===== src/sgdb_pkg.sv =====
// Shared types and constants of the scatter-gather descriptor builder.
package sgdb_pkg;

  // Configuration port geometry: 64-bit registers at 8-byte strides.
  localparam int CFG_ADDR_W = 6;
  localparam int CFG_DATA_W = 64;

  // Register indexes, taken from paddr[5:3].
  typedef enum logic [2:0] {
    REG_DEVICE_BASE  = 3'd0,
    REG_TOTAL_BYTES  = 3'd1,
    REG_START_OFFSET = 3'd2,
    REG_TO_HOST      = 3'd3,
    REG_FIRST_INDEX  = 3'd4,
    REG_RING_BASE    = 3'd5
  } reg_idx_t;

  // Descriptor kinds.
  localparam logic DESC_DATA = 1'b0;
  localparam logic DESC_LINK = 1'b1;

  typedef struct packed {
    logic [63:0] device_base_addr;
    logic [31:0] total_bytes;
    logic [31:0] start_offset;
    logic        to_host;
    logic [15:0] first_entry_index;
    logic [63:0] desc_ring_base;
  } cfg_t;

  typedef struct packed {
    logic [63:0] entry_addr;
    logic [31:0] entry_len;
    logic [15:0] entry_index;
    logic        entry_last;
  } in_item_t;

  typedef struct packed {
    logic        desc_kind;
    logic [5:0]  desc_slot;
    logic [63:0] src_addr;
    logic [63:0] dst_addr;
    logic [31:0] xfer_bytes;
    logic [63:0] link_addr;
    logic        job_done;
    logic        last_of_run;
  } out_desc_t;

  // Work handed from the front part to the back part for one entry.
  typedef struct packed {
    logic        has_data;
    logic        close;
    logic        done;
    logic [63:0] entry_addr;
    logic [31:0] offset;
    logic [31:0] xfer;
  } job_t;

endpackage


===== src/sgdb_cfg.sv =====
// Configuration register file with an APB-style write and read port.
module sgdb_cfg
  import sgdb_pkg::*;
(
  input  logic                  clk,
  input  logic                  rst_n,
  input  logic                  psel,
  input  logic                  penable,
  input  logic                  pwrite,
  input  logic [CFG_ADDR_W-1:0] paddr,
  input  logic [CFG_DATA_W-1:0] pwdata,
  output logic [CFG_DATA_W-1:0] prdata,
  output cfg_t                  cfg,
  output cfg_t                  cfg_nxt,
  output logic                  rearm
);

  cfg_t     cfg_r;
  reg_idx_t idx;
  logic     wr_en;
  logic     hit;

  assign idx   = reg_idx_t'(paddr[5:3]);
  assign wr_en = psel && penable && pwrite;
  assign cfg   = cfg_r;

  // Decode the write and form the next register contents.
  always_comb begin
    cfg_nxt = cfg_r;
    hit     = 1'b1;
    unique case (idx)
      REG_DEVICE_BASE:  cfg_nxt.device_base_addr  = pwdata;
      REG_TOTAL_BYTES:  cfg_nxt.total_bytes       = pwdata[31:0];
      REG_START_OFFSET: cfg_nxt.start_offset      = pwdata[31:0];
      REG_TO_HOST:      cfg_nxt.to_host           = pwdata[0];
      REG_FIRST_INDEX:  cfg_nxt.first_entry_index = pwdata[15:0];
      REG_RING_BASE:    cfg_nxt.desc_ring_base    = pwdata;
      default:          hit = 1'b0;
    endcase
    if (!wr_en) begin
      cfg_nxt = cfg_r;
    end
  end

  // Any write to a known register restarts the job.
  assign rearm = wr_en && hit;

  always_ff @(posedge clk) begin
    if (!rst_n) begin
      cfg_r <= '0;
    end else begin
      cfg_r <= cfg_nxt;
    end
  end

  // Read back.
  always_comb begin
    unique case (idx)
      REG_DEVICE_BASE:  prdata = cfg_r.device_base_addr;
      REG_TOTAL_BYTES:  prdata = CFG_DATA_W'(cfg_r.total_bytes);
      REG_START_OFFSET: prdata = CFG_DATA_W'(cfg_r.start_offset);
      REG_TO_HOST:      prdata = CFG_DATA_W'(cfg_r.to_host);
      REG_FIRST_INDEX:  prdata = CFG_DATA_W'(cfg_r.first_entry_index);
      REG_RING_BASE:    prdata = cfg_r.desc_ring_base;
      default:          prdata = '0;
    endcase
  end

endmodule


===== src/sgdb_front.sv =====
// Front part: filters entries, tracks offset, bytes owed and slot use, emits jobs.
module sgdb_front
  import sgdb_pkg::*;
#(
  parameter int MAX_SLOTS = 32,
  parameter int SW        = 6
) (
  input  logic          clk,
  input  logic          rst_n,
  input  cfg_t          cfg,
  input  cfg_t          cfg_nxt,
  input  logic          rearm,
  input  logic          take,
  input  in_item_t      in_data,
  output logic          job_push,
  output job_t          job,
  output logic [SW-1:0] job_slot
);

  logic [31:0]   offset_left_r, offset_left_nxt;
  logic [31:0]   bytes_left_r, bytes_left_nxt;
  logic [SW-1:0] slot_count_r, slot_count_nxt;
  logic          finished_r, finished_nxt;

  logic        skip;
  logic        consume;
  logic        has_data;
  logic        close;
  logic [31:0] avail;
  logic [31:0] tr;
  logic [31:0] off_after;
  logic [31:0] bl_after;

  // Classify the entry and work out what it leaves behind.
  always_comb begin
    skip    = finished_r || (in_data.entry_index < cfg.first_entry_index);
    consume = offset_left_r > in_data.entry_len;
    avail   = in_data.entry_len - offset_left_r;
    tr      = (avail < bytes_left_r) ? avail : bytes_left_r;
    if (consume) begin
      has_data  = 1'b0;
      off_after = offset_left_r - in_data.entry_len;
      bl_after  = bytes_left_r;
      close     = in_data.entry_last;
    end else begin
      has_data  = 1'b1;
      off_after = '0;
      bl_after  = bytes_left_r - tr;
      close     = in_data.entry_last || (bl_after == '0) ||
                  (slot_count_r == SW'(MAX_SLOTS - 1));
    end

    job.has_data   = has_data;
    job.close      = close;
    job.done       = (bl_after == '0);
    job.entry_addr = in_data.entry_addr;
    job.offset     = offset_left_r;
    job.xfer       = tr;
    job_slot       = slot_count_r;
    job_push       = take && !skip && (has_data || close);
  end

  // Next state: a restart reloads everything, a usable entry advances it.
  always_comb begin
    offset_left_nxt = offset_left_r;
    bytes_left_nxt  = bytes_left_r;
    slot_count_nxt  = slot_count_r;
    finished_nxt    = finished_r;
    if (rearm) begin
      offset_left_nxt = cfg_nxt.start_offset;
      bytes_left_nxt  = cfg_nxt.total_bytes;
      slot_count_nxt  = '0;
      finished_nxt    = 1'b0;
    end else if (take && !skip) begin
      offset_left_nxt = off_after;
      bytes_left_nxt  = bl_after;
      slot_count_nxt  = close ? '0 : slot_count_r + SW'(has_data);
      finished_nxt    = close && (in_data.entry_last || (bl_after == '0));
    end
  end

  always_ff @(posedge clk) begin
    if (!rst_n) begin
      offset_left_r <= '0;
      bytes_left_r  <= '0;
      slot_count_r  <= '0;
      finished_r    <= 1'b0;
    end else begin
      offset_left_r <= offset_left_nxt;
      bytes_left_r  <= bytes_left_nxt;
      slot_count_r  <= slot_count_nxt;
      finished_r    <= finished_nxt;
    end
  end

`ifndef SYNTHESIS
  // The open batch never holds a full set of slots between entries.
  a_slot_bound: assert property (@(posedge clk) disable iff (!rst_n)
    slot_count_r < SW'(MAX_SLOTS))
    else $error("slot count reached the batch size");

  // A finished job produces no further work.
  a_no_work_after_finish: assert property (@(posedge clk) disable iff (!rst_n)
    finished_r |-> !job_push)
    else $error("job pushed after the job finished");
`endif

endmodule


===== src/sgdb_fifo.sv =====
// Small job queue between the front and back parts.
module sgdb_fifo #(
  parameter int DEPTH = 4,
  parameter int WIDTH = 8
) (
  input  logic             clk,
  input  logic             rst_n,
  input  logic             wr_en,
  input  logic [WIDTH-1:0] wdata,
  input  logic             rd_en,
  output logic [WIDTH-1:0] rdata,
  output logic             full,
  output logic             empty
);

  localparam int AW = (DEPTH > 1) ? $clog2(DEPTH) : 1;
  localparam int CW = $clog2(DEPTH + 1);

  logic [WIDTH-1:0] mem_r [DEPTH];
  logic [AW-1:0]    wr_ptr_r, wr_ptr_nxt;
  logic [AW-1:0]    rd_ptr_r, rd_ptr_nxt;
  logic [CW-1:0]    count_r, count_nxt;

  assign full  = (count_r == CW'(DEPTH));
  assign empty = (count_r == '0);
  assign rdata = mem_r[rd_ptr_r];

  // Pointer and fill count update.
  always_comb begin
    wr_ptr_nxt = wr_ptr_r;
    rd_ptr_nxt = rd_ptr_r;
    if (wr_en) begin
      wr_ptr_nxt = (wr_ptr_r == AW'(DEPTH - 1)) ? '0 : wr_ptr_r + AW'(1);
    end
    if (rd_en) begin
      rd_ptr_nxt = (rd_ptr_r == AW'(DEPTH - 1)) ? '0 : rd_ptr_r + AW'(1);
    end
    count_nxt = count_r + CW'(wr_en) - CW'(rd_en);
  end

  always_ff @(posedge clk) begin
    if (!rst_n) begin
      wr_ptr_r <= '0;
      rd_ptr_r <= '0;
      count_r  <= '0;
    end else begin
      wr_ptr_r <= wr_ptr_nxt;
      rd_ptr_r <= rd_ptr_nxt;
      count_r  <= count_nxt;
    end
  end

  // Storage needs no reset.
  always_ff @(posedge clk) begin
    if (wr_en) begin
      mem_r[wr_ptr_r] <= wdata;
    end
  end

`ifndef SYNTHESIS
  // Writers and readers respect the fill level.
  a_no_overflow: assert property (@(posedge clk) disable iff (!rst_n)
    wr_en |-> !full)
    else $error("job queue written while full");

  a_no_underflow: assert property (@(posedge clk) disable iff (!rst_n)
    rd_en |-> !empty)
    else $error("job queue read while empty");
`endif

endmodule


===== src/sgdb_back.sv =====
// Back part: expands each job into data and link descriptor beats.
module sgdb_back
  import sgdb_pkg::*;
#(
  parameter int DESC_STRIDE = 32,
  parameter int SW          = 6
) (
  input  logic          clk,
  input  logic          rst_n,
  input  cfg_t          cfg,
  input  cfg_t          cfg_nxt,
  input  logic          rearm,
  input  logic          head_valid,
  input  job_t          head,
  input  logic [SW-1:0] head_slot,
  output logic          head_pop,
  output logic          out_valid,
  input  logic          out_take,
  output out_desc_t     out_desc
);

  localparam int STRIDE_W = $clog2(DESC_STRIDE + 1);
  localparam int PW       = SW + STRIDE_W;

  logic        phase_r, phase_nxt;
  logic        out_valid_r, out_valid_nxt;
  out_desc_t   out_desc_r, desc_nxt;
  logic [63:0] device_addr_r, device_addr_nxt;

  logic          out_load;
  logic          beat_is_link;
  logic [SW-1:0] link_slot;
  logic [PW-1:0] link_off;
  logic [63:0]   haddr;

  assign out_valid = out_valid_r;
  assign out_desc  = out_desc_r;

  // Beat selection and descriptor contents.
  always_comb begin
    out_load     = head_valid && (!out_valid_r || out_take);
    beat_is_link = phase_r || !head.has_data;
    head_pop     = out_load && (beat_is_link || !head.close);
    link_slot    = head_slot + SW'(head.has_data);
    link_off     = PW'(link_slot) * PW'(DESC_STRIDE);
    haddr        = head.entry_addr + 64'(head.offset);

    desc_nxt.job_done = head.done;
    if (beat_is_link) begin
      desc_nxt.desc_kind   = DESC_LINK;
      desc_nxt.desc_slot   = 6'(link_slot);
      desc_nxt.src_addr    = '0;
      desc_nxt.dst_addr    = '0;
      desc_nxt.xfer_bytes  = '0;
      desc_nxt.link_addr   = cfg.desc_ring_base + 64'(link_off);
      desc_nxt.last_of_run = 1'b1;
    end else begin
      desc_nxt.desc_kind   = DESC_DATA;
      desc_nxt.desc_slot   = 6'(head_slot);
      desc_nxt.src_addr    = cfg.to_host ? device_addr_r : haddr;
      desc_nxt.dst_addr    = cfg.to_host ? haddr : device_addr_r;
      desc_nxt.xfer_bytes  = head.xfer;
      desc_nxt.link_addr   = '0;
      desc_nxt.last_of_run = !head.close;
    end
  end

  // Control and device address next state.
  always_comb begin
    phase_nxt       = phase_r;
    out_valid_nxt   = out_valid_r;
    device_addr_nxt = device_addr_r;
    if (out_load) begin
      phase_nxt     = !beat_is_link && head.close;
      out_valid_nxt = 1'b1;
    end else if (out_take) begin
      out_valid_nxt = 1'b0;
    end
    if (rearm) begin
      device_addr_nxt = cfg_nxt.device_base_addr;
    end else if (out_load && !beat_is_link) begin
      device_addr_nxt = device_addr_r + 64'(head.xfer);
    end
  end

  always_ff @(posedge clk) begin
    if (!rst_n) begin
      phase_r       <= 1'b0;
      out_valid_r   <= 1'b0;
      device_addr_r <= '0;
    end else begin
      phase_r       <= phase_nxt;
      out_valid_r   <= out_valid_nxt;
      device_addr_r <= device_addr_nxt;
    end
  end

  // Output register payload.
  always_ff @(posedge clk) begin
    if (out_load) begin
      out_desc_r <= desc_nxt;
    end
  end

`ifndef SYNTHESIS
  // The link phase only exists for a job with data that closes its batch.
  a_link_phase: assert property (@(posedge clk) disable iff (!rst_n)
    phase_r |-> (head_valid && head.has_data && head.close))
    else $error("link phase without a matching job");
`endif

endmodule


===== src/sg_to_dma_descriptor_builder.sv =====
// Top level of the scatter-gather to linked-list DMA descriptor builder.
//
// Scatter entries are pushed one per beat and come out as data descriptors, each
// batch closed by a link descriptor pointing at desc_ring_base + slot * DESC_STRIDE.
// An entry gives zero, one or two result beats. The front part accepts one entry
// per clock while its 4-deep job queue has room; the back part places one
// descriptor per clock into the output register while that register is empty or
// being popped, so an entry that gives a data and a link descriptor places them
// in turn, and a dropped entry places none. The first result of an entry goes
// through the job queue and the output register before it is on the ports. Any
// write to a known configuration register restarts the job; write only while idle.
// No clearing pass follows reset.
module sg_to_dma_descriptor_builder
  import sgdb_pkg::*;
#(
  parameter int MAX_SLOTS   = 32,
  parameter int DESC_STRIDE = 32
) (
  input  logic                  clk,
  input  logic                  rst_n,
  // Configuration port
  input  logic                  psel,
  input  logic                  penable,
  input  logic                  pwrite,
  input  logic [CFG_ADDR_W-1:0] paddr,
  input  logic [CFG_DATA_W-1:0] pwdata,
  output logic [CFG_DATA_W-1:0] prdata,
  output logic                  pready,
  // Scatter entries in
  input  logic                  push,
  output logic                  full,
  input  in_item_t              in_data,
  // Descriptors out
  output logic                  empty,
  input  logic                  pop,
  output out_desc_t             out_data
);

  localparam int SW         = $clog2(MAX_SLOTS + 1);
  localparam int FIFO_DEPTH = 4;
  localparam int JW         = $bits(job_t);
  localparam int QW         = JW + SW;

  cfg_t          cfg;
  cfg_t          cfg_nxt;
  logic          rearm;
  logic          take;
  logic          job_push;
  job_t          job;
  logic [SW-1:0] job_slot;
  logic [QW-1:0] q_rdata;
  logic          q_full;
  logic          q_empty;
  logic          head_pop;
  job_t          head;
  logic [SW-1:0] head_slot;
  logic          out_valid;

  assign pready    = 1'b1;
  assign full      = q_full;
  assign take      = push && !q_full;
  assign head      = q_rdata[JW-1:0];
  assign head_slot = q_rdata[QW-1:JW];
  assign empty     = !out_valid;

  sgdb_cfg u_cfg (
    .clk     (clk),
    .rst_n   (rst_n),
    .psel    (psel),
    .penable (penable),
    .pwrite  (pwrite),
    .paddr   (paddr),
    .pwdata  (pwdata),
    .prdata  (prdata),
    .cfg     (cfg),
    .cfg_nxt (cfg_nxt),
    .rearm   (rearm)
  );

  sgdb_front #(
    .MAX_SLOTS (MAX_SLOTS),
    .SW        (SW)
  ) u_front (
    .clk      (clk),
    .rst_n    (rst_n),
    .cfg      (cfg),
    .cfg_nxt  (cfg_nxt),
    .rearm    (rearm),
    .take     (take),
    .in_data  (in_data),
    .job_push (job_push),
    .job      (job),
    .job_slot (job_slot)
  );

  sgdb_fifo #(
    .DEPTH (FIFO_DEPTH),
    .WIDTH (QW)
  ) u_fifo (
    .clk   (clk),
    .rst_n (rst_n),
    .wr_en (job_push),
    .wdata ({job_slot, job}),
    .rd_en (head_pop),
    .rdata (q_rdata),
    .full  (q_full),
    .empty (q_empty)
  );

  sgdb_back #(
    .DESC_STRIDE (DESC_STRIDE),
    .SW          (SW)
  ) u_back (
    .clk        (clk),
    .rst_n      (rst_n),
    .cfg        (cfg),
    .cfg_nxt    (cfg_nxt),
    .rearm      (rearm),
    .head_valid (!q_empty),
    .head       (head),
    .head_slot  (head_slot),
    .head_pop   (head_pop),
    .out_valid  (out_valid),
    .out_take   (pop),
    .out_desc   (out_data)
  );

endmodule

===== config.mk =====
export PLATFORM = sky130hd
export DESIGN_NAME = sg_to_dma_descriptor_builder
export DESIGN_NICKNAME = d
export VERILOG_FILES = /design/src/sgdb_pkg.sv /design/src/sgdb_cfg.sv /design/src/sgdb_front.sv /design/src/sgdb_fifo.sv /design/src/sgdb_back.sv /design/src/sg_to_dma_descriptor_builder.sv
export SDC_FILE = /design/constraint.sdc
export NUM_CORES = 2
export LEC_CHECK = 0
export BUFFER_PORTS_ARGS = -buffer_cell sky130_fd_sc_hd__buf_2
export CAP_MARGIN = 10
export CORE_MARGIN = 10
export CORE_UTILIZATION = 60
export DETAILED_ROUTE_END_ITERATION = 7
export PLACE_DENSITY = 0.8
export SYNTH_ARGS = -nofsm -noshare
export SYNTH_HDL_FRONTEND = slang
export SYNTH_SLANG_ARGS = --single-unit

===== constraint.sdc =====
create_clock -name clk -period 31.9 [get_ports clk]
set_input_delay 0 -clock clk [delete_from_list [all_inputs] [get_ports clk]]
set_output_delay 0 -clock clk [all_outputs]
set_load 0.005 [all_outputs]

=== Word-level counts from Yosys, hierarchy flattened ===
Memories as Yosys holds them, arrays and structs flattened. A register that Yosys moved wholly into a read port is not among the register bits.
Index checks and enable logic that the tools add are counted.

* Input port bits: 190
* Register bits after elaboration: 586
* Memories kept: 1
* Output and inout port bits: 300
* Memory bits (writable): 548
* Word-level logic and storage cells: 120

{| class="wikitable"
|+ Memories
! memory !! words !! bits a word !! read ports !! clocked after memory_dff !! wr ports !! line !! text
|-
| u_fifo.mem_r || 4 || 137 || 1 || 1 || 1 || sgdb_fifo.sv:19 || <nowiki>logic [WIDTH-1:0] mem_r [DEPTH];</nowiki>
|}

* Bitwise logic cells: 1
* Order comparisons: 3
* Eq/ne operators: 9
* Muxes and demuxes: 32
* $add $sub $neg: 12
* Reductions and logical operators: 38

{| class="wikitable"
|+ Operator list
! cell !! number
|-
| 64-bit two-way mux || 6
|-
| 64-bit case mux with 6 select lines || 1
|-
| 32-bit two-way mux || 9
|-
| 231-bit two-way mux || 1
|-
| 209-bit two-way mux || 1
|-
| 64-bit by 32-bit adder with 64-bit output || 2
|-
| 32-bit subtractor || 3
|-
| 64-bit by 11-bit adder with 64-bit output || 1
|-
| 32-bit zero test || 2
|-
| 32-bit > comparator || 1
|-
| 32-bit less-than comparator || 1
|-
| 16-bit less-than comparator || 1
|-
| 16-bit two-way mux || 1
|-
| 6-bit by 1-bit adder with 6-bit output || 2
|-
| 1-bit logical AND || 11
|-
| 3-bit == test, second input constant || 3
|-
| 1-bit logical OR || 8
|-
| 1-bit two-way mux || 8
|-
| 2-bit two-way mux || 4
|-
| 1-bit zero test || 7
|-
| 3-bit by 2-bit == test with 1-bit output, second input constant || 2
|-
| 6-bit by 5-bit == test with 1-bit output, second input constant || 1
|-
| 3-bit zero test || 2
|-
| 6-bit two-way mux || 1
|-
| 10 further kinds || 16
|}

=== Logic depth before layout (Yosys ltp) ===
* Depth after elaboration: 12
* Depth in mapped cells: 42
* Gate-level depth less buffers: 39

=== Modules after synthesis ===
A second synthesis with hierarchy kept.

* Cells, all modules: 5878
* Area, all modules: 64211.6 um^2

{| class="wikitable"
|+ By module, submodules not included
! module !! area each (um^2) !! cells an instance !! times used
|-
| sgdb_fifo || 20208.1 || 759 || 1
|-
| sgdb_back || 18466.5 || 1971 || 1
|-
| sgdb_front || 13695.6 || 1939 || 1
|-
| sgdb_cfg || 11808.8 || 1204 || 1
|-
| sg_to_dma_descriptor_builder || 32.5 || 5 || 1
|}

=== Worst setup path before layout ===
Ideal clock, no wire load.

* Path kind: flip-flop to flip-flop
* Start point: reg u_fifo.count_r[1]
* End point: reg u_back.device_addr_r[52]
* Slack: 17.169 ns
* Buffers on the path: 1
* Clock period less this slack: 14.731 ns
* Required time: 31.784 ns
* Arrival: 14.614 ns
* Cell stages (with the launch flop): 12
* Cells stage by stage: dfxtp_1 > nor3_1 > a21oi_1 > and2_1 > clkbuf_1 > nand2_1 > nor2_1 > nand4_1 > nor3_1 > nand3_1 > xnor2_1 > o211a_1

* Word-level cells in the longest chain between the ends: 5

{| class="wikitable"
|+ Ends and longest elaborated chain
! element !! line !! text
|-
| start, declared || sgdb_fifo.sv:22 || <nowiki>logic [CW-1:0] count_r, count_nxt;</nowiki>
|-
| start signal, assigned || sgdb_fifo.sv:49 || <nowiki>count_r <= count_nxt;</nowiki>
|-
| 3-bit zero test || sgdb_fifo.sv:25 || <nowiki>assign empty = (count_r == '0);</nowiki>
|-
| 1-bit zero test || sg_to_dma_descriptor_builder.sv:119 || <nowiki>.head_valid (!q_empty),</nowiki>
|-
| 1-bit logical AND || sgdb_back.sv:41 || <nowiki>out_load = head_valid && (!out_valid_r || out_take);</nowiki>
|-
| net u_back.out_load || sgdb_back.sv:30 || <nowiki>logic out_load;</nowiki>
|-
| 1-bit logical AND || sgdb_back.sv:81 || <nowiki>end else if (out_load && !beat_is_link) begin</nowiki>
|-
| 2-bit nonzero test (no source line) || - ||
|-
| end signal, assigned || sgdb_back.sv:94 || <nowiki>device_addr_r <= device_addr_nxt;</nowiki>
|-
| end, declared || sgdb_back.sv:28 || <nowiki>logic [63:0] device_addr_r, device_addr_nxt;</nowiki>
|}

The timed path passes the listed nets, and every way through them passes these cells.
A chain may end at the register's enable or synchronous reset.

==> results_dict.tcl <==
set metrics [dict create \
    clk_root_buffer_cell "clkbuf_16" \
    dominantRegCellSynth "edfxtp_1" \
    max_freq_mhz 86.6 \
    cp_slowest_cell "o41ai_1" \
    p_leak_nw 25.1 \
    start_util_pct 60.5 \
    cts_sinks 1136 \
    cp_max_fo 11 \
    total_power_w 0.00597 \
    drcViolationCount 0 \
    cts.repair.resized 0 \
    viasPerCell 6.28 \
    seq_area_frac_synth_pct 53.1 \
    numCtsBuffers 113 \
    grtUsageMet3_pct 5.41 \
    period_share_pct 36.2 \
    fillers 6705 \
    crit_path_end_kind "flip-flop" \
    seqCellArea_sq_um 30600 \
    die_h_microns 330 \
    area_growth_pct 15.3 \
    wl_per_cell_microns 25.6 \
    global_route.usage.met1_pct 40.6 \
    antenna_found_initial 18 \
    multi_input_area_sq_um 25200 \
    final_common_cell "edfxtp_1" \
    finalNetCount 6052 \
    h-tree-depth 3 \
    peakVddDrop_uv 81.0 \
    busiest_layer "met2" \
    synth_area_sq_um 57500 \
    cts_tree "done" \
    cts_hold_buf 139 \
    synthCells 5141 \
    period_minus_slack_ps 11540 \
    status "completed" \
    cp-start-kind "flip-flop" \
    ios 490 \
    finalSetupViolations 0 \
    die-area_sq_um 109000 \
    syn_nets 5553 \
    grt_usage_pct 32.3 \
    required_ps 32330 \
    finalHoldViolations 0 \
    route.vias.total 44000 \
    clock_skew_ps 43.1 \
    drv_slew 0 \
    critical-path-max-stage-delay_ps 680 \
    grt_overflow 0 \
    grt_pass1_vias 42900 \
    cp.arrival_ps 11980 \
    coreArea_sq_um 95200 \
    worst_pin_slew_ps 1270 \
    path_clk_slew_ps 70 \
    wirelength_microns 180000 \
    postSynthAreaPerCell_sq_um 11.2 \
    ys_types 108 \
    die_w_microns 330 \
    cts_setup_buffers 0 \
    portBuffers 485 \
    yosys_warnings 0 \
    p_per_area_nw_per_um2 90.0 \
    dp_hpwl_microns 129000 \
    grt_pass1_wl_microns 268000 \
    gp_congestion 0.953 \
    finalHoldWorstSlack_ps 32.9 \
    final_cell_mix "edfxtp_1, nand2_1, buf_2" \
    clock_latency_ps 740 \
    hold_class "in -> reg" \
    grt_max_degree 163 \
    crit_type "reg -> reg" \
    drt-initial-drc-count 4752 \
    row_count 113 \
    gr-usage-met2_pct 52.9 \
    antenna_left 0 \
    drt-pass1-iter-count 8 \
    clockBufferDepth 3 \
    rsz0062_at_grt "no" \
    async_flop_share_pct 0 \
    synth_seq_cells 1136 \
    maxCapViolations 0 \
    r2r_cells 33 \
    slew-limit-headroom_pct 14.6 \
    setup_tns_ps 0 \
    hold_depth 2 \
    synth_edf_count 781 \
    layout-drive-gt1-share_pct 16.2 \
]
[cell families (layout without fill, tap and decap cells)]
| kind of cell | Yosys count | count (layout) | synth area share, % |
|---|---|---|---|
| buffers and inverters | 500 | 1096 | 3.32 |
| muxes | 302 | 302 | 8.24 |
| AOI/OAI and AO/OA | 1163 | 1163 | 13.8 |
| DFF | 1136 | 1136 | 53.1 |
| and+or+nand+nor | 1567 | 1567 | 12.7 |
| other | 1 | 16 | 0.00652 |
| adders and majority gates | 227 | 227 | 5.01 |
| xor gates and xnor gates | 245 | 245 | 3.80 |
[registers in the layout (all words and copies together) (netlist names), named ones only]
signal                 count
u_fifo.rd_ptr_r            2
u_front.finished_r         1
u_front.bytes_left_r      32
u_fifo.mem_r             548
u_back.device_addr_r      64
u_back.phase_r             1
u_cfg.cfg                209
u_fifo.wr_ptr_r            2
u_front.job_slot           6
u_back.out_desc          233
u_fifo.count_r             3
u_front.offset_left_r     32
u_back.out_valid           1
[synth_stat cells, drive strengths merged, types with 8 or more instances]
cell    number  share of area (%)
nor4        12               0.13
o211a        9               0.16
dfxtp      355                 12
ha         215                4.7
a221oi      11               0.19
or2         12               0.13
nor3b       11               0.15
a211oi      52               0.69
nor2b      121                1.3
o21bai      20               0.26
nand2b      18               0.20
nor3        56               0.50
and3       118                1.3
nor2       336                2.2
xor2       116                1.8
mux4       137                5.4
or4          8               0.10
nand2      627                4.1
a22o        92                1.4
or3         26               0.29
a21o        95                1.2
mux2i      160                2.8
a21oi      290                2.6
buf         61               0.46
nand3      101               0.88
a22oi       14               0.19
clkbuf     225                1.5
nand4       44               0.48
o31ai       10               0.13
o211ai      54               0.72
a221o       20               0.35
a21boi     142                1.9
o21a        30               0.39
edfxtp     781                 41
inv        210                1.4
o21ai      191                1.7
a31oi       22               0.28
and2        51               0.55
xnor2      126                1.9
and4         9               0.14
o22ai       27               0.30
[through the flow]
| step | cell area, sq um | setup slack, ps | std cells | utilization [%] |
|---|---|---|---|---|
| final | 66300 | 20360 | 7017 | 69.7 |
| after global routing | 66300 | 19790 | 7007 | 69.7 |
| after CTS | 66300 | 20540 | 7002 | 69.7 |
| after detailed placement | 60900 | 20610 | 6651 | 64.0 |
| after global placement | 60900 | 20620 | 6651 | 64.0 |
| after floorplan | 57500 | 17170 | 5141 | - |
[critical path: cells and delay by family (launching register included)]
kind | cells | cell delay, ps
simple gates | 14 | 5080
compound gates | 13 | 3900
fa+ha+maj | 4 | 1390
flops | 1 | 420
mux | 1 | 290
xor+xnor | 1 | 150
[per-layer routing]
layer / up-vias / share of wire (%) / routed length (microns)
li1: 19900 / - / -
met1: 21600 / 38 / 68100
met2: 2124 / 48 / 86100
met3: 413 / 8.1 / 14600
met4: 12 / 6.1 / 10900
met5: - / 0.037 / 66
[final timing paths]
kind,from,to,slack (ps)
setup / recovery,u_front.offset_left_r[7]$_SDFFE_PN0P_,u_fifo.mem_r[0][128]$_DFFE_PP_,20360
hold / removal,in_data[76],u_fifo.mem_r[1][91]$_DFFE_PP_,30
setup reg to reg,u_front.offset_left_r[7]$_SDFFE_PN0P_,u_fifo.mem_r[0][128]$_DFFE_PP_,20360
hold reg to reg,u_cfg.cfg[77]$_SDFFE_PN0P_,u_cfg.cfg[77]$_SDFFE_PN0P_,470
[power by group]
group          internal (W)  switching, W
Sequential          0.00194      0.000135
Clock              0.000828      0.000592
Combinational      0.000939       0.00153
[layout make-up]
| type | count | share of cell area [%] |
|---|---|---|
| Clock buffer | 140 | 4.60 |
| Inverter | 214 | 1.21 |
| Antenna cell | 15 | 0.0566 |
| Sequential cell | 1136 | 46.1 |
| Timing Repair Buffer | 670 | 6.33 |
| Tap cell | 1265 | 2.39 |
| Clock inverter | 72 | 1.39 |
| Multi-Input combinational cell | 3505 | 37.9 |
Note: power is estimated with default switching activity, not from simulation.
